## config.mk

```make
export PLATFORM = sky130hd
export DESIGN_NAME = turn_sequence_checker_core_flat
export DESIGN_NICKNAME = d
export VERILOG_FILES = /design/src/design/tsc_pkg.sv /design/src/design/tsc_ifs.sv /design/src/design/turn_sequence_checker_core.sv /design/src/design/tsc_cell.sv /design/src/design/tsc_chain.sv /design/src/flat_wrapper.sv
export SDC_FILE = /design/constraint.sdc
export NUM_CORES = 1
export LEC_CHECK = 0
export BUFFER_PORTS_ARGS = -buffer_cell sky130_fd_sc_hd__buf_2
export CORE_MARGIN = 2
export CORE_UTILIZATION = 25
export DETAILED_ROUTE_END_ITERATION = 7
export RECOVER_POWER = 100
export SYNTH_ARGS = -nofsm -noshare
export SYNTH_HDL_FRONTEND = slang
export SYNTH_SLANG_ARGS = --single-unit
export TNS_END_PERCENT = 50
```

## constraint.sdc

```tcl
create_clock -name i_clk -period 11.1 [get_ports i_clk]
set_clock_uncertainty 0.1 [all_clocks]
set_input_delay 0.555 -clock i_clk [delete_from_list [all_inputs] [get_ports i_clk]]
set_output_delay 0.555 -clock i_clk [all_outputs]
set_load 0.01 [all_outputs]
```

## src/design/tsc_pkg.sv

```systemverilog
// Package with shared types, constants and helpers for the turn sequence checker.
package tsc_pkg;

    localparam int EVENT_DEPTH = 64;
    localparam int IDX_W = $clog2(EVENT_DEPTH);
    localparam int CNT_W = $clog2(EVENT_DEPTH + 1);

    localparam logic [31:0] U32_ALL_ONES = 32'hFFFF_FFFF;

    localparam logic [1:0] LS_OFFLINE = 2'd0;
    localparam logic [1:0] LS_ONLINE  = 2'd1;
    localparam logic [1:0] LS_FAILED  = 2'd2;

    localparam logic [1:0] PH_RETIRED   = 2'd0;
    localparam logic [1:0] PH_UPLOADING = 2'd1;
    localparam logic [1:0] PH_WAITING   = 2'd2;
    localparam logic [1:0] PH_COMPLETE  = 2'd3;

    localparam logic [2:0] KIND_ONLINE  = 3'd0;
    localparam logic [2:0] KIND_AUDIO   = 3'd1;
    localparam logic [2:0] KIND_DONE    = 3'd2;
    localparam logic [2:0] KIND_ERROR   = 3'd3;
    localparam logic [2:0] KIND_OTHER   = 3'd4;
    localparam logic [2:0] KIND_OFFLINE = 3'd5;

    localparam logic [3:0] MD_START    = 4'd0;
    localparam logic [3:0] MD_CANCEL   = 4'd1;
    localparam logic [3:0] MD_UPLINK   = 4'd2;
    localparam logic [3:0] MD_END      = 4'd3;
    localparam logic [3:0] MD_READY    = 4'd4;
    localparam logic [3:0] MD_AUDIO    = 4'd5;
    localparam logic [3:0] MD_DONE     = 4'd6;
    localparam logic [3:0] MD_ERROR    = 4'd7;
    localparam logic [3:0] MD_OTHER    = 4'd8;
    localparam logic [3:0] MD_INVALID  = 4'd9;
    localparam logic [3:0] MD_POP      = 4'd10;
    localparam logic [3:0] MD_RESTART  = 4'd11;
    localparam logic [3:0] MD_LEVEL    = 4'd12;
    localparam logic [3:0] MD_LINKFAIL = 4'd13;

    localparam logic [2:0] ST_OK      = 3'd0;
    localparam logic [2:0] ST_BACKP   = 3'd1;
    localparam logic [2:0] ST_DISC    = 3'd2;
    localparam logic [2:0] ST_STALE   = 3'd3;
    localparam logic [2:0] ST_QUEUED  = 3'd4;
    localparam logic [2:0] ST_EMPTY   = 3'd5;
    localparam logic [2:0] ST_POPPED  = 3'd6;

    localparam logic [3:0] FR_NONE       = 4'd0;
    localparam logic [3:0] FR_PROTOCOL   = 4'd1;
    localparam logic [3:0] FR_DUP_READY  = 4'd2;
    localparam logic [3:0] FR_EARLY_MSG  = 4'd3;
    localparam logic [3:0] FR_ORDER      = 4'd4;
    localparam logic [3:0] FR_OVERFLOW   = 4'd5;
    localparam logic [3:0] FR_CTRL_BACKP = 4'd6;
    localparam logic [3:0] FR_EXHAUSTED  = 4'd7;
    localparam logic [3:0] FR_UPLINK     = 4'd8;
    localparam logic [3:0] FR_END        = 4'd9;
    localparam logic [3:0] FR_LINK       = 4'd10;

    localparam logic CFG_SEND_LIMIT = 1'b0;
    localparam logic CFG_FULL_FRAME = 1'b1;

    // Queue entry: kind in bits 2..0, in-turn flag in bit 3.
    typedef logic [3:0] t_entry;

    typedef struct packed {
        logic             shift;
        logic             we;
        logic [IDX_W-1:0] widx;
        t_entry           wdata;
    } t_chain_ctl;

    // Number of decimal digits of a 32-bit value.
    function automatic logic [3:0] decimal_digits(input logic [31:0] v);
        logic [3:0] n;
        n = 4'd1;
        if (v >= 32'd10) n = 4'd2;
        if (v >= 32'd100) n = 4'd3;
        if (v >= 32'd1000) n = 4'd4;
        if (v >= 32'd10000) n = 4'd5;
        if (v >= 32'd100000) n = 4'd6;
        if (v >= 32'd1000000) n = 4'd7;
        if (v >= 32'd10000000) n = 4'd8;
        if (v >= 32'd100000000) n = 4'd9;
        if (v >= 32'd1000000000) n = 4'd10;
        return n;
    endfunction

endpackage

```

## src/design/tsc_ifs.sv

```systemverilog
// Valid/ready channel interfaces for input items and result items.
interface tsc_in_if;
    logic        valid;
    logic        ready;
    logic [3:0]  mode;
    logic        retract;
    logic [31:0] msg_turn;
    logic [31:0] msg_sequence;
    logic [13:0] payload_bytes;
    logic [15:0] buffer_level;

    modport source (output valid, mode, retract, msg_turn, msg_sequence, payload_bytes,
                    buffer_level, input ready);
    modport sink (input valid, mode, retract, msg_turn, msg_sequence, payload_bytes,
                  buffer_level, output ready);
endinterface

interface tsc_out_if;
    logic        valid;
    logic        ready;
    logic [2:0]  status;
    logic [3:0]  fail_reason;
    logic [31:0] turn_number;
    logic [31:0] frame_sequence;
    logic [2:0]  popped_kind;
    logic        popped_in_turn;
    logic [1:0]  link_state;
    logic [1:0]  turn_phase;
    logic [6:0]  queue_count;

    modport source (output valid, status, fail_reason, turn_number, frame_sequence,
                    popped_kind, popped_in_turn, link_state, turn_phase, queue_count,
                    input ready);
    modport sink (input valid, status, fail_reason, turn_number, frame_sequence,
                  popped_kind, popped_in_turn, link_state, turn_phase, queue_count,
                  output ready);
endinterface

```

## src/design/turn_sequence_checker_core.sv

```systemverilog
// Top level of the turn sequence checker: turn state, send accounting and event queue.
// The result is registered; when a successful start or cancel, or a restart, finds events
// queued, it waits until compaction has walked every queued event through the cell row.
// One item at a time: a new item is taken only after the last result has been taken.
// Reset (synchronous, active low): link offline, turn retired, counters and queue empty,
// registers at their defaults; queue cells are not cleared.
module turn_sequence_checker_core (
    input  logic          i_clk,
    input  logic          i_rst_n,
    input  logic          i_cfg_we,
    input  logic          i_cfg_idx,
    input  logic [15:0]   i_cfg_data,
    tsc_in_if.sink        i_in,
    tsc_out_if.source     o_out
);

    localparam logic ST_IDLE    = 1'b0;
    localparam logic ST_COMPACT = 1'b1;

    localparam int CW = tsc_pkg::CNT_W;
    localparam int IW = tsc_pkg::IDX_W;

    logic        r_state;
    logic [15:0] r_limit;
    logic [13:0] r_full;
    logic [1:0]  r_link;
    logic [1:0]  r_phase;
    logic [31:0] r_turn;
    logic [31:0] r_up;
    logic [31:0] r_down;
    logic        r_ended;
    logic [15:0] r_buf;
    logic [CW-1:0] r_cnt;
    logic [CW-1:0] r_rem;
    logic [CW-1:0] r_len;

    logic        r_ovalid;
    logic [2:0]  r_status;
    logic [3:0]  r_reason;
    logic [31:0] r_oturn;
    logic [31:0] r_fseq;
    logic [2:0]  r_pk;
    logic        r_pin;
    logic [1:0]  r_olink;
    logic [1:0]  r_ophase;
    logic [CW-1:0] r_ocnt;

    logic [1:0]  n_link;
    logic [1:0]  n_phase;
    logic [31:0] n_turn;
    logic [31:0] n_up;
    logic [31:0] n_down;
    logic        n_ended;
    logic [15:0] n_buf;
    logic [CW-1:0] n_cnt;
    logic [2:0]  n_status;
    logic [3:0]  n_reason;
    logic [31:0] n_fseq;
    logic [2:0]  n_pk;
    logic        n_pin;
    logic        n_compact;

    logic        w_accept;
    logic        w_fail;
    logic [3:0]  w_fail_code;
    logic        w_push;
    logic [2:0]  w_kind;
    logic [31:0] w_next;
    logic [13:0] w_size;
    logic [16:0] w_sum;
    logic        w_over;
    logic        w_audio;
    logic        w_keep;
    logic [CW-1:0] w_len_dec;
    logic [CW-1:0] w_len_new;

    tsc_pkg::t_chain_ctl w_ctl;
    tsc_pkg::t_entry     w_head;

    assign w_accept    = i_in.valid && i_in.ready;
    assign i_in.ready  = (r_state == ST_IDLE) && !r_ovalid;

    assign w_next  = r_turn + 32'd1;
    assign w_kind  = 3'(i_in.mode - tsc_pkg::MD_READY);
    assign w_audio = (w_kind == tsc_pkg::KIND_AUDIO);

    // Bytes that this item would add to the transmit buffer.
    always_comb begin
        case (i_in.mode)
            tsc_pkg::MD_START:  w_size = 14'(tsc_pkg::decimal_digits(w_next)) + 14'd8;
            tsc_pkg::MD_CANCEL: w_size = 14'(tsc_pkg::decimal_digits(w_next)) + 14'd9;
            tsc_pkg::MD_UPLINK: w_size = i_in.payload_bytes;
            tsc_pkg::MD_END:    w_size = 14'(tsc_pkg::decimal_digits(r_turn)) + 14'd4;
            default:            w_size = '0;
        endcase
    end

    assign w_sum  = {1'b0, r_buf} + {3'b000, w_size};
    assign w_over = w_sum > {1'b0, r_limit};

    always_comb begin
        n_link      = r_link;
        n_phase     = r_phase;
        n_turn      = r_turn;
        n_up        = r_up;
        n_down      = r_down;
        n_ended     = r_ended;
        n_buf       = r_buf;
        n_cnt       = r_cnt;
        n_status    = tsc_pkg::ST_OK;
        n_reason    = tsc_pkg::FR_NONE;
        n_fseq      = '0;
        n_pk        = '0;
        n_pin       = 1'b0;
        n_compact   = 1'b0;
        w_fail      = 1'b0;
        w_fail_code = tsc_pkg::FR_NONE;
        w_push      = 1'b0;
        w_ctl       = '0;

        case (i_in.mode)
            tsc_pkg::MD_START, tsc_pkg::MD_CANCEL: begin
                n_status = tsc_pkg::ST_DISC;
                if (r_turn == tsc_pkg::U32_ALL_ONES) begin
                    w_fail      = 1'b1;
                    w_fail_code = tsc_pkg::FR_EXHAUSTED;
                end else if (r_link == tsc_pkg::LS_ONLINE) begin
                    if (w_over) begin
                        w_fail      = 1'b1;
                        w_fail_code = tsc_pkg::FR_CTRL_BACKP;
                    end else begin
                        n_status  = tsc_pkg::ST_OK;
                        n_buf     = w_sum[15:0];
                        n_turn    = w_next;
                        n_phase   = (i_in.mode == tsc_pkg::MD_START) ?
                                    tsc_pkg::PH_UPLOADING : tsc_pkg::PH_RETIRED;
                        n_up      = '0;
                        n_down    = '0;
                        n_ended   = 1'b0;
                        n_compact = 1'b1;
                    end
                end
            end
            tsc_pkg::MD_UPLINK: begin
                n_status = tsc_pkg::ST_DISC;
                if (r_link == tsc_pkg::LS_ONLINE) begin
                    if (r_phase != tsc_pkg::PH_UPLOADING || r_up == tsc_pkg::U32_ALL_ONES) begin
                        w_fail      = 1'b1;
                        w_fail_code = tsc_pkg::FR_UPLINK;
                    end else if (w_over) begin
                        n_status = tsc_pkg::ST_BACKP;
                    end else begin
                        n_status = tsc_pkg::ST_OK;
                        n_buf    = w_sum[15:0];
                        n_fseq   = r_up;
                        n_up     = r_up + 32'd1;
                    end
                end
            end
            tsc_pkg::MD_END: begin
                n_status = tsc_pkg::ST_DISC;
                if (r_link == tsc_pkg::LS_ONLINE) begin
                    if (r_phase != tsc_pkg::PH_UPLOADING || r_up == 32'd0) begin
                        w_fail      = 1'b1;
                        w_fail_code = tsc_pkg::FR_END;
                    end else if (w_over) begin
                        n_status = tsc_pkg::ST_BACKP;
                    end else begin
                        n_status = tsc_pkg::ST_OK;
                        n_buf    = w_sum[15:0];
                        n_phase  = tsc_pkg::PH_WAITING;
                    end
                end
            end
            tsc_pkg::MD_READY, tsc_pkg::MD_AUDIO, tsc_pkg::MD_DONE,
            tsc_pkg::MD_ERROR, tsc_pkg::MD_OTHER: begin
                n_status = tsc_pkg::ST_DISC;
                if (r_link == tsc_pkg::LS_FAILED) begin
                    n_status = tsc_pkg::ST_DISC;
                end else if (w_kind == tsc_pkg::KIND_ONLINE) begin
                    if (r_link == tsc_pkg::LS_ONLINE) begin
                        w_fail      = 1'b1;
                        w_fail_code = tsc_pkg::FR_DUP_READY;
                    end else begin
                        n_link = tsc_pkg::LS_ONLINE;
                        w_push = 1'b1;
                    end
                end else if (r_link != tsc_pkg::LS_ONLINE) begin
                    w_fail      = 1'b1;
                    w_fail_code = tsc_pkg::FR_EARLY_MSG;
                end else if (i_in.msg_turn < r_turn ||
                             (i_in.msg_turn == r_turn && r_phase == tsc_pkg::PH_RETIRED)) begin
                    n_status = tsc_pkg::ST_STALE;
                end else if (r_turn == 32'd0 || i_in.msg_turn != r_turn ||
                             r_phase == tsc_pkg::PH_COMPLETE ||
                             (r_phase == tsc_pkg::PH_UPLOADING &&
                              w_kind != tsc_pkg::KIND_ERROR) ||
                             (w_audio && (r_ended || i_in.msg_sequence != r_down))) begin
                    w_fail      = 1'b1;
                    w_fail_code = tsc_pkg::FR_ORDER;
                end else begin
                    w_push = 1'b1;
                    if (w_audio) begin
                        n_down  = r_down + 32'd1;
                        n_ended = i_in.payload_bytes < r_full;
                    end else if (w_kind == tsc_pkg::KIND_DONE ||
                                 w_kind == tsc_pkg::KIND_ERROR) begin
                        n_phase = tsc_pkg::PH_COMPLETE;
                    end
                end
                if (w_push) begin
                    if (r_cnt >= CW'(tsc_pkg::EVENT_DEPTH)) begin
                        w_push      = 1'b0;
                        w_fail      = 1'b1;
                        w_fail_code = tsc_pkg::FR_OVERFLOW;
                    end else begin
                        n_status    = tsc_pkg::ST_QUEUED;
                        n_cnt       = r_cnt + CW'(1);
                        w_ctl.we    = 1'b1;
                        w_ctl.widx  = r_cnt[IW-1:0];
                        // Ready events carry no turn.
                        w_ctl.wdata = {(w_kind != tsc_pkg::KIND_ONLINE) &&
                                       (i_in.msg_turn != 32'd0), w_kind};
                    end
                end
            end
            tsc_pkg::MD_INVALID: begin
                n_status    = tsc_pkg::ST_DISC;
                w_fail      = 1'b1;
                w_fail_code = tsc_pkg::FR_PROTOCOL;
            end
            tsc_pkg::MD_POP: begin
                if (r_cnt == '0) begin
                    n_status = tsc_pkg::ST_EMPTY;
                end else begin
                    n_status    = tsc_pkg::ST_POPPED;
                    n_pk        = w_head[2:0];
                    n_pin       = w_head[3];
                    n_cnt       = r_cnt - CW'(1);
                    w_ctl.shift = 1'b1;
                end
            end
            tsc_pkg::MD_RESTART: begin
                n_link    = tsc_pkg::LS_OFFLINE;
                n_phase   = tsc_pkg::PH_RETIRED;
                n_up      = '0;
                n_down    = '0;
                n_ended   = 1'b0;
                n_buf     = '0;
                n_compact = 1'b1;
            end
            tsc_pkg::MD_LEVEL: begin
                n_buf = i_in.buffer_level;
            end
            tsc_pkg::MD_LINKFAIL: begin
                n_status    = tsc_pkg::ST_DISC;
                w_fail      = 1'b1;
                w_fail_code = tsc_pkg::FR_LINK;
            end
            default: begin
            end
        endcase

        // The first failure wins: queue emptied and a single offline event queued.
        if (w_fail && r_link != tsc_pkg::LS_FAILED) begin
            n_link      = tsc_pkg::LS_FAILED;
            n_phase     = tsc_pkg::PH_RETIRED;
            n_reason    = w_fail_code;
            n_cnt       = CW'(1);
            w_ctl.shift = 1'b0;
            w_ctl.we    = 1'b1;
            w_ctl.widx  = '0;
            w_ctl.wdata = {1'b0, tsc_pkg::KIND_OFFLINE};
        end

        if (!w_accept) begin
            w_ctl = '0;
        end

        // Compaction: the head leaves each cycle and a kept entry is appended at the tail.
        if (r_state == ST_COMPACT) begin
            w_ctl.shift = 1'b1;
            w_ctl.we    = w_keep;
            w_ctl.widx  = w_len_dec[IW-1:0];
            w_ctl.wdata = w_head;
        end
    end

    assign w_keep    = !w_head[3];
    assign w_len_dec = r_len - CW'(1);
    assign w_len_new = w_keep ? r_len : w_len_dec;

    tsc_chain u_chain (
        .i_clk  (i_clk),
        .i_ctl  (w_ctl),
        .o_head (w_head)
    );

    always_ff @(posedge i_clk) begin
        if (!i_rst_n) begin
            r_state  <= ST_IDLE;
            r_limit  <= 16'd20480;
            r_full   <= 14'd640;
            r_link   <= tsc_pkg::LS_OFFLINE;
            r_phase  <= tsc_pkg::PH_RETIRED;
            r_turn   <= '0;
            r_up     <= '0;
            r_down   <= '0;
            r_ended  <= 1'b0;
            r_buf    <= '0;
            r_cnt    <= '0;
            r_rem    <= '0;
            r_len    <= '0;
            r_ovalid <= 1'b0;
        end else begin
            if (i_cfg_we) begin
                if (i_cfg_idx == tsc_pkg::CFG_SEND_LIMIT) begin
                    r_limit <= i_cfg_data;
                end else begin
                    r_full <= i_cfg_data[13:0];
                end
            end
            if (o_out.valid && o_out.ready) begin
                r_ovalid <= 1'b0;
            end
            if (w_accept) begin
                r_link  <= n_link;
                r_phase <= n_phase;
                r_turn  <= n_turn;
                r_up    <= n_up;
                r_down  <= n_down;
                r_ended <= n_ended;
                r_buf   <= n_buf;
                r_cnt   <= n_cnt;
                if (n_compact && r_cnt != '0) begin
                    r_state <= ST_COMPACT;
                    r_rem   <= r_cnt;
                    r_len   <= r_cnt;
                end else begin
                    r_ovalid <= 1'b1;
                end
            end
            if (r_state == ST_COMPACT) begin
                r_rem <= r_rem - CW'(1);
                r_len <= w_len_new;
                if (r_rem == CW'(1)) begin
                    r_state  <= ST_IDLE;
                    r_cnt    <= w_len_new;
                    r_ovalid <= 1'b1;
                end
            end
        end
    end

    always_ff @(posedge i_clk) begin
        if (w_accept) begin
            r_status <= n_status;
            r_reason <= n_reason;
            r_oturn  <= n_turn;
            r_fseq   <= n_fseq;
            r_pk     <= n_pk;
            r_pin    <= n_pin;
            r_olink  <= n_link;
            r_ophase <= n_phase;
            r_ocnt   <= n_cnt;
        end
        if (r_state == ST_COMPACT && r_rem == CW'(1)) begin
            r_ocnt <= w_len_new;
        end
    end

    assign o_out.valid          = r_ovalid;
    assign o_out.status         = r_status;
    assign o_out.fail_reason    = r_reason;
    assign o_out.turn_number    = r_oturn;
    assign o_out.frame_sequence = r_fseq;
    assign o_out.popped_kind    = r_pk;
    assign o_out.popped_in_turn = r_pin;
    assign o_out.link_state     = r_olink;
    assign o_out.turn_phase     = r_ophase;
    assign o_out.queue_count    = r_ocnt;

    a_no_result_while_compacting: assert property (
        @(posedge i_clk) disable iff (!i_rst_n)
        (r_state == ST_COMPACT) |-> !r_ovalid)
        else $error("result shown during compaction");

    a_count_bounded: assert property (
        @(posedge i_clk) disable iff (!i_rst_n)
        r_cnt <= CW'(tsc_pkg::EVENT_DEPTH))
        else $error("queue count beyond depth");

    a_one_item_at_a_time: assert property (
        @(posedge i_clk) disable iff (!i_rst_n)
        w_accept |=> !i_in.ready)
        else $error("second item taken before result");

    a_fail_result: assert property (
        @(posedge i_clk) disable iff (!i_rst_n)
        (r_ovalid && r_reason != tsc_pkg::FR_NONE) |->
        (r_olink == tsc_pkg::LS_FAILED && r_ocnt == CW'(1)))
        else $error("failure without failed link and single offline event");

endmodule

```

## src/design/tsc_cell.sv

```systemverilog
// One queue cell: holds an entry, loads new data or takes its right neighbor's entry.
module tsc_cell (
    input  logic            i_clk,
    input  logic            i_shift,
    input  logic            i_we,
    input  tsc_pkg::t_entry i_wdata,
    input  tsc_pkg::t_entry i_nb,
    output tsc_pkg::t_entry o_q
);

    tsc_pkg::t_entry r_q;

    always_ff @(posedge i_clk) begin
        if (i_we) begin
            r_q <= i_wdata;
        end else if (i_shift) begin
            r_q <= i_nb;
        end
    end

    assign o_q = r_q;

endmodule

```

## src/design/tsc_chain.sv

```systemverilog
// Row of queue cells; entries move one cell toward the head on a shift.
module tsc_chain (
    input  logic                i_clk,
    input  tsc_pkg::t_chain_ctl i_ctl,
    output tsc_pkg::t_entry     o_head
);

    tsc_pkg::t_entry w_q [tsc_pkg::EVENT_DEPTH];

    for (genvar g = 0; g < tsc_pkg::EVENT_DEPTH; g++) begin : g_cell
        tsc_pkg::t_entry w_nb;
        logic            w_we;

        if (g == tsc_pkg::EVENT_DEPTH - 1) begin : g_last
            assign w_nb = '0;
        end else begin : g_mid
            assign w_nb = w_q[g+1];
        end

        assign w_we = i_ctl.we && (i_ctl.widx == tsc_pkg::IDX_W'(g));

        tsc_cell u_cell (
            .i_clk   (i_clk),
            .i_shift (i_ctl.shift),
            .i_we    (w_we),
            .i_wdata (i_ctl.wdata),
            .i_nb    (w_nb),
            .o_q     (w_q[g])
        );
    end

    assign o_head = w_q[0];

endmodule
```

## src/flat_wrapper.sv

```systemverilog
// flat-port wrapper written by rule: the top's interface ports become plain ports
module turn_sequence_checker_core_flat 
  (i_clk, i_rst_n, i_cfg_we, i_cfg_idx, i_cfg_data, i_in_valid, i_in_mode, i_in_retract, i_in_msg_turn, i_in_msg_sequence, i_in_payload_bytes, i_in_buffer_level, i_in_ready, o_out_valid, o_out_status, o_out_fail_reason, o_out_turn_number, o_out_frame_sequence, o_out_popped_kind, o_out_popped_in_turn, o_out_link_state, o_out_turn_phase, o_out_queue_count, o_out_ready);
  tsc_in_if i_in_i ();
  tsc_out_if o_out_i ();
  input  logic i_clk;
  input  logic i_rst_n;
  input  logic i_cfg_we;
  input  logic i_cfg_idx;
  input  logic [15:0] i_cfg_data;
  input wire logic [$bits(i_in_i.valid)-1:0] i_in_valid;
  input wire logic [$bits(i_in_i.mode)-1:0] i_in_mode;
  input wire logic [$bits(i_in_i.retract)-1:0] i_in_retract;
  input wire logic [$bits(i_in_i.msg_turn)-1:0] i_in_msg_turn;
  input wire logic [$bits(i_in_i.msg_sequence)-1:0] i_in_msg_sequence;
  input wire logic [$bits(i_in_i.payload_bytes)-1:0] i_in_payload_bytes;
  input wire logic [$bits(i_in_i.buffer_level)-1:0] i_in_buffer_level;
  output wire logic [$bits(i_in_i.ready)-1:0] i_in_ready;
  output wire logic [$bits(o_out_i.valid)-1:0] o_out_valid;
  output wire logic [$bits(o_out_i.status)-1:0] o_out_status;
  output wire logic [$bits(o_out_i.fail_reason)-1:0] o_out_fail_reason;
  output wire logic [$bits(o_out_i.turn_number)-1:0] o_out_turn_number;
  output wire logic [$bits(o_out_i.frame_sequence)-1:0] o_out_frame_sequence;
  output wire logic [$bits(o_out_i.popped_kind)-1:0] o_out_popped_kind;
  output wire logic [$bits(o_out_i.popped_in_turn)-1:0] o_out_popped_in_turn;
  output wire logic [$bits(o_out_i.link_state)-1:0] o_out_link_state;
  output wire logic [$bits(o_out_i.turn_phase)-1:0] o_out_turn_phase;
  output wire logic [$bits(o_out_i.queue_count)-1:0] o_out_queue_count;
  input wire logic [$bits(o_out_i.ready)-1:0] o_out_ready;
  assign i_in_i.valid = i_in_valid;
  assign i_in_i.mode = i_in_mode;
  assign i_in_i.retract = i_in_retract;
  assign i_in_i.msg_turn = i_in_msg_turn;
  assign i_in_i.msg_sequence = i_in_msg_sequence;
  assign i_in_i.payload_bytes = i_in_payload_bytes;
  assign i_in_i.buffer_level = i_in_buffer_level;
  assign i_in_ready = i_in_i.ready;
  assign o_out_valid = o_out_i.valid;
  assign o_out_status = o_out_i.status;
  assign o_out_fail_reason = o_out_i.fail_reason;
  assign o_out_turn_number = o_out_i.turn_number;
  assign o_out_frame_sequence = o_out_i.frame_sequence;
  assign o_out_popped_kind = o_out_i.popped_kind;
  assign o_out_popped_in_turn = o_out_i.popped_in_turn;
  assign o_out_link_state = o_out_i.link_state;
  assign o_out_turn_phase = o_out_i.turn_phase;
  assign o_out_queue_count = o_out_i.queue_count;
  assign o_out_i.ready = o_out_ready;
  turn_sequence_checker_core u_core (.i_clk(i_clk), .i_rst_n(i_rst_n), .i_cfg_we(i_cfg_we), .i_cfg_idx(i_cfg_idx), .i_cfg_data(i_cfg_data), .i_in(i_in_i), .o_out(o_out_i));
endmodule
```

Word level (Yosys, flattened, before mapping)
Index checks and enable logic that the tools add are counted.
Storage, ports and cells
  register bits: 512
  input port bits: 121
  output and inout bits: 88
  word-level logic and storage cells: 707
Operators by class
  $add $sub $neg: 12
  magnitude comparators: 22
  eq/ne operators: 107
  multiplexer cells: 298
  bitwise operators: 5
  reduce and logical (&&, ||, !) cells: 176
Operators by type and width (number)
  $mux W4: 154
  $mux W32: 16
  $eq A6 B6 Y1 const B: 32
  $pmux W32 S3: 2
  $reduce_bool A2 Y1: 67
  $mux W16: 7
  $mux W7: 14
  $add A32 B1 Y32 const B: 3
  $eq A6 B5 Y1 const B: 16
  $pmux W16 S5: 1
  $logic_and A1 B1 Y1: 74
  $eq A32 B32 Y1 const B: 2
  $ge A32 B10 Y1 const B: 2
  $ge A32 B14 Y1 const B: 2
  $ge A32 B17 Y1 const B: 2
  $ge A32 B20 Y1 const B: 2
  $ge A32 B24 Y1 const B: 2
  $ge A32 B27 Y1 const B: 2
  $ge A32 B30 Y1 const B: 2
  $ge A32 B4 Y1 const B: 2
  $ge A32 B7 Y1 const B: 2
  $logic_not A32 Y1: 2
  $ne A32 B32 Y1: 2
  $pmux W14 S4: 1
  other kinds (58): 209

Logic depth before layout (Yosys ltp)
  depth in word-level cells: 27
  depth in mapped cells: 39
  depth with buffers taken out: 36

Cells and area by module
Synthesis repeated with hierarchy kept, for this count alone.
Second synthesis, totals
  cell total of the unflattened synthesis: 2748
  area total of the unflattened synthesis: 28282.1 um2
Modules (own cells, without submodules)
  turn_sequence_checker_core: times used 1, cells an instance 2078, area each 16838.6 um2, sequential area each 5985.7 um2
  tsc_cell: times used 64, cells an instance 9, area each 171.4 um2, sequential area each 120.1 um2
  tsc_chain: times used 1, cells an instance 94, area each 473.0 um2, sequential area each 0.0 um2

Worst setup path after synthesis
Ideal clock, no wire load.
  kind: flip-flop to flip-flop
  start: register u_core.r_turn[0]
  end: register u_core.u_chain.g_cell[12].u_cell.r_q[0] (enable)
  library setup time: 0.289 ns
  arrival time: 8.207 ns
  required time: 10.711 ns
  setup slack: 2.505 ns
  stages on the path, launching flop included: 37
  buffers on the path: 3
  period minus slack after synthesis: 8.595 ns
  cell sequence: dfxtp_1 ha_1 nand4_1 or4_1 nor4_2 mux2i_1 o2bb2ai_1 nor4_1 a2111oi_0 a311oi_1 ha_1 nor2_1 a31oi_1 a22o_1 ha_1 a21o_1 a21oi_1 nor2b_1 nor4_1 o31a_1 a21oi_1 a31oi_1 o21bai_1 nand2_1 xnor2_1 ha_1 a2111oi_0 nand3_1 o211a_1 or3b_2 o21ai_0 a31o_2 buf_6 a2111o_1 buf_8 buf_2 o21ai_1
Between the ends
  cells in the longest elaborated chain, start to end: 27
  elaborated cells between the ends (all ways): 83
  classes of those cells: 5 x add/sub; 20 x order compare; 4 x eq/ne; 44 x mux; 10 x reduce/logical
Ends and longest elaborated chain
  start: declaration: line turn_sequence_checker_core.sv:28  | logic [31:0] r_turn;
  start signal: assignment: line turn_sequence_checker_core.sv:329  | r_turn <= n_turn;
  $add A32 B1 Y32: line turn_sequence_checker_core.sv:83  | assign w_next = r_turn + 32'd1;
  $ge A32 B4 Y1: line tsc_pkg.sv:78  | if (v >= 32'd10) n = 4'd2;
  $mux W2: line tsc_pkg.sv:78
  $mux W4: line tsc_pkg.sv:79  | if (v >= 32'd100) n = 4'd3;
  $mux W4: line tsc_pkg.sv:80  | if (v >= 32'd1000) n = 4'd4;
  $mux W4: line tsc_pkg.sv:81  | if (v >= 32'd10000) n = 4'd5;
  $mux W4: line tsc_pkg.sv:82  | if (v >= 32'd100000) n = 4'd6;
  $mux W4: line tsc_pkg.sv:83  | if (v >= 32'd1000000) n = 4'd7;
  [... 11 more ...]
  $pmux W1 S5: line turn_sequence_checker_core.sv:121  | case (i_in.mode)
  $logic_and A1 B1 Y1: line turn_sequence_checker_core.sv:265  | if (w_fail && r_link != tsc_pkg::LS_FAILED) begin
  $mux W12 (*): line turn_sequence_checker_core.sv:265
  $mux W12 (*): line turn_sequence_checker_core.sv:276  | if (!w_accept) begin
  $mux W12 (*): line turn_sequence_checker_core.sv:281  | if (r_state == ST_COMPACT) begin
  $eq A6 B4 Y1: line tsc_chain.sv:20  | assign w_we = i_ctl.we && (i_ctl.widx == tsc_pkg::IDX_W'(g));
  $logic_and A1 B1 Y1: line tsc_chain.sv:20
  $reduce_bool A2 Y1 (no source line) (*)
  end signal: assignment: line tsc_cell.sv:15  | r_q <= i_wdata;
  end signal: assignment: line tsc_cell.sv:17  | r_q <= i_nb;
  end: declaration: line tsc_cell.sv:11  | tsc_pkg::t_entry r_q;
Mark *: on every way between the ends. The rest lies on a longest branch, timed or not. The select of a mux whose other input is x is not followed.
A chain may end at the register's enable or synchronous reset.

Worst setup path after layout
  start: register u_core.r_turn[8]
  end: register u_core.u_chain.g_cell[62].u_cell.r_q[0] (data pin)
Between the ends
  cells in the longest elaborated chain, start to end: 27
  elaborated cells between the ends (all ways): 83
  classes of those cells: 5 x add/sub; 20 x order compare; 4 x eq/ne; 45 x mux; 9 x reduce/logical
Ends and longest elaborated chain
  $add A32 B1 Y32: line turn_sequence_checker_core.sv:83
  $ge A32 B4 Y1: line tsc_pkg.sv:78
  $mux W2: line tsc_pkg.sv:78
  $mux W4: line tsc_pkg.sv:79
  $mux W4: line tsc_pkg.sv:80
  $mux W4: line tsc_pkg.sv:81
  $mux W4: line tsc_pkg.sv:82
  $mux W4: line tsc_pkg.sv:83
  [... 11 more ...]
  $pmux W1 S5: line turn_sequence_checker_core.sv:121
  $logic_and A1 B1 Y1: line turn_sequence_checker_core.sv:265
  $mux W12 (*): line turn_sequence_checker_core.sv:265
  $mux W12 (*): line turn_sequence_checker_core.sv:276
  $mux W12 (*): line turn_sequence_checker_core.sv:281
  $eq A6 B6 Y1: line tsc_chain.sv:20
  $logic_and A1 B1 Y1: line tsc_chain.sv:20
  $mux W4 (*): line tsc_cell.sv:14  | if (i_we) begin
  end signal: assignment: line tsc_cell.sv:15
  end signal: assignment: line tsc_cell.sv:17
  end: declaration: line tsc_cell.sv:11
Marked as above.

==> out/results.txt <==
Outcome: finished with violations
Failing checks: capacitance limit, slew limit
GRT overflow: 0
P_leak: 11.3 nW
First-pass GRT wire length: 137 mm
Worst setup path category: reg2reg
Largest net degree at the start of global routing: 67
Vias/cell: 5.00
Drt pass-1 iters: 6
Syn Inst Count: 2870
Sink Count: 512
Synthesized area: 29200 um^2
Max Clk Rate: 96.5 MHz
Wirelength, routed: 90.6 mm
Setup bufs post-CTS: 0
Tot Pwr: 4.34 mW
Synthesized net count: 3081
Number of port buffers: 207
Mean cell area of the mapped netlist: 10.2 um^2
YS warnings: 0
# DRC: 0
Setup TNS Final: 0 ps
Cell mode on critical path: ha_1
HPWL Detailed: 65.3 mm
Main area contributors after synthesis: edfxtp_1 35%, dfxtp_1 12%, mux2_1 7.8%, xnor2_1 3.9%, ha_1 3.8%
Filler cells: 12100
Final nets: 3224
Unique cell type count in the Yosys netlist: 93
Ys flop type: edfxtp_1
Total Die Area: 119000 um^2
Unrepaired setup endpoints after global routing: no
Vias in the first global route: 22000
Synth area leader: edfxtp_1
Arr. time, crit path: 10640 ps
Area Overhead vs Synth: 14.6%
Worst Hold Class: in2reg
Minimum clock period: 10360 ps
Max-slew violation count: 180
Antenna Nets Post-Route: 0
Final core occ: 28.8%
CP max stage delay: 740 ps
Die Width: 346 um
Post-synth EDFFs: 342
Top-area cell type share of the netlist area: 35.2%
CP Launch Type: flip-flop
Fraction of registers with async set/reset: 0%
Vias after detailed routing: 23000
Tot GR Track Use: 14.6%
Design Area, Final: 33400 um^2
Req. time, crit path: 11380 ps
Clock slew at reported path FFs: 60 ps
Worst setup EP type: flip-flop
FF-to-FF Start: u_core.r_turn[8]
Post_cts resized: 0
Slew @ Worst Pin: 3820 ps
Placed inst area: 31900 um^2
Ports: 209
Initial core utilization: 25.2%
Initial antenna violation count: 17
TritonCTS Buffers: 56
Slew headroom: -154%
Slowest CP cell: dfxtp_1
Seq. cell area: 13700 um^2
Mean routed wirelength per cell: 19.7 um
Maximum VDD drop: 122 uV
Area taken by multi-input logic gates: 14200 um^2
Max clock buf depth: 3
Post-CTS Hold Buffers: 0
Tcrit/Tclk final: 93.4%
Sequential-to-total area share from yosys stat: 46.9%
Gpl congestion: 0.944
Crit-path max FO: 17
Fin. Hold Viols: 0
Pwr dens: 130 nW/um^2
Hold wc startpoint: i_cfg_data[3]
Setup Viol. Count Final: 0
CTS tree: yes
Max-cap viol count: 4
CTS H-Tree Depth: 2
Share of layout cells above drive strength 1: 11.3%
CTS root buf: clkbuf_16
Flops & latches, synth: 512
DRT iter0 DRCs: 2074
Clock network latency to the later pin of the worst-skew pair: 640 ps
Core Region: 116000 um^2
Rows: 125
CP startpoint: u_core.r_turn[8]
Die span in y: 346 um
==> per-layer routing <==
metal / share of wire, % / up-vias / GRT usage [%] / wire length, um
li1: - / 10800 / - / -
met1: 44 / 11200 / 19.9 / 40200
met2: 46 / 811 / 23.7 / 41800
met3: 6.6 / 137 / 2.11 / 5950
met4: 2.9 / 2 / 4.70 / 2630
met5: 0.0077 / - / 0 / 7
==> synthesized netlist by cell type (all sizes together), types with 63 or more instances <==
cell    count
dfxtp     170
clkbuf    139
a21oi     133
o21ai     121
ha         89
and2       71
inv        96
nor3       83
nor4       63
edfxtp    342
xnor2     130
nor2      267
mux2      254
nand3      84
nand2     235
==> final timing paths <==
kind / endpoint / slack [ps] / depth (start not counted)
worst max-delay path: u_core.u_chain.g_cell[62].u_cell.o_q[0] / 740 / 32
worst min-delay path: u_core.r_limit[3] / 80 / 3
worst max register to register: u_core.u_chain.g_cell[62].u_cell.o_q[0] / 740 / 32
worst min register to register: u_core.r_full[12] / 360 / 2
==> critical path: cells and delay by family (launching register included) <==
kind	cells	cell delay [ps]
simple gates	11	3380
mux	1	350
compound gates	15	4520
xor+xnor	2	250
flops	1	740
fa+ha+maj	3	770
==> cells in the final DEF (no fill, tap or decap), types with 37 or more instances in the layout <==
| cell | count |
|---|---|
| clkbuf_16 | 57 |
| ha_1 | 89 |
| xnor2_1 | 130 |
| buf_2 | 118 |
| nand2_1 | 233 |
| and2_0 | 43 |
| nor3_1 | 80 |
| nor2_1 | 266 |
| clkbuf_1 | 112 |
| nand3_1 | 84 |
| mux2_2 | 51 |
| buf_4 | 37 |
| nand2b_1 | 40 |
| nand4_1 | 54 |
| dfxtp_1 | 170 |
| xor2_1 | 54 |
| edfxtp_1 | 342 |
| nor4_1 | 59 |
| a21oi_1 | 132 |
| mux2_1 | 203 |
| o21ai_0 | 117 |
| inv_1 | 94 |
==> report_power, final <==
part	switching [mW]	internal, mW
logic	0.212	0.104
clock network	0.829	1.10
registers	0.0255	2.07
==> state kept, by name, summed over array words and instances (netlist names), 7 cells and up <==
| name | flops |
|---|---|
| u_core.o_out.frame_sequence | 32 |
| u_core.o_out.queue_count | 7 |
| u_core.o_out.turn_number | 32 |
| u_core.r_buf | 16 |
| u_core.r_cnt | 7 |
| u_core.r_down | 32 |
| u_core.r_full | 14 |
| u_core.r_len | 7 |
| u_core.r_limit | 16 |
| u_core.r_rem | 7 |
| u_core.r_turn | 32 |
| u_core.r_up | 32 |
| u_core.u_chain.g_cell.u_cell.o_q | 256 |
==> through the flow <==
stage	hold slack, ps	std cells	setup slack [ps]
2_1_floorplan	336	2870	2500
3_3_place_gp	346	4479	925
3_5_place_dp	349	4479	865
4_1_cts	41.4	4584	823
5_1_grt	58.3	4593	48.1
6_report	80.2	4596	738
==> area by class of cell <==
type / instances / share of cell area, %
antenna: 12 / 0.0899
inverter: 103 / 1.16
multi-input combinational: 2074 / 42.4
clock inverter: 39 / 1.25
tap: 1524 / 5.71
timing repair buffer: 266 / 4.09
sequential: 512 / 40.9
clock buffer: 66 / 4.43
==> cells by family (layout without fill, tap and decap cells) <==
family / after synthesis / after routing / synth area share [%]
AOI/OAI and AO/OA: 511 / 511 / 11.4
xor gates and xnor gates: 184 / 184 / 5.53
adders and majority gates: 90 / 90 / 3.89
buffers and inverters: 284 / 474 / 3.85
DFF: 512 / 512 / 46.9
muxes: 258 / 258 / 9.95
other: 0 / 12 / 0
and+or+nand+nor: 1031 / 1031 / 18.5
Note: power is estimated with default switching activity, not from simulation.
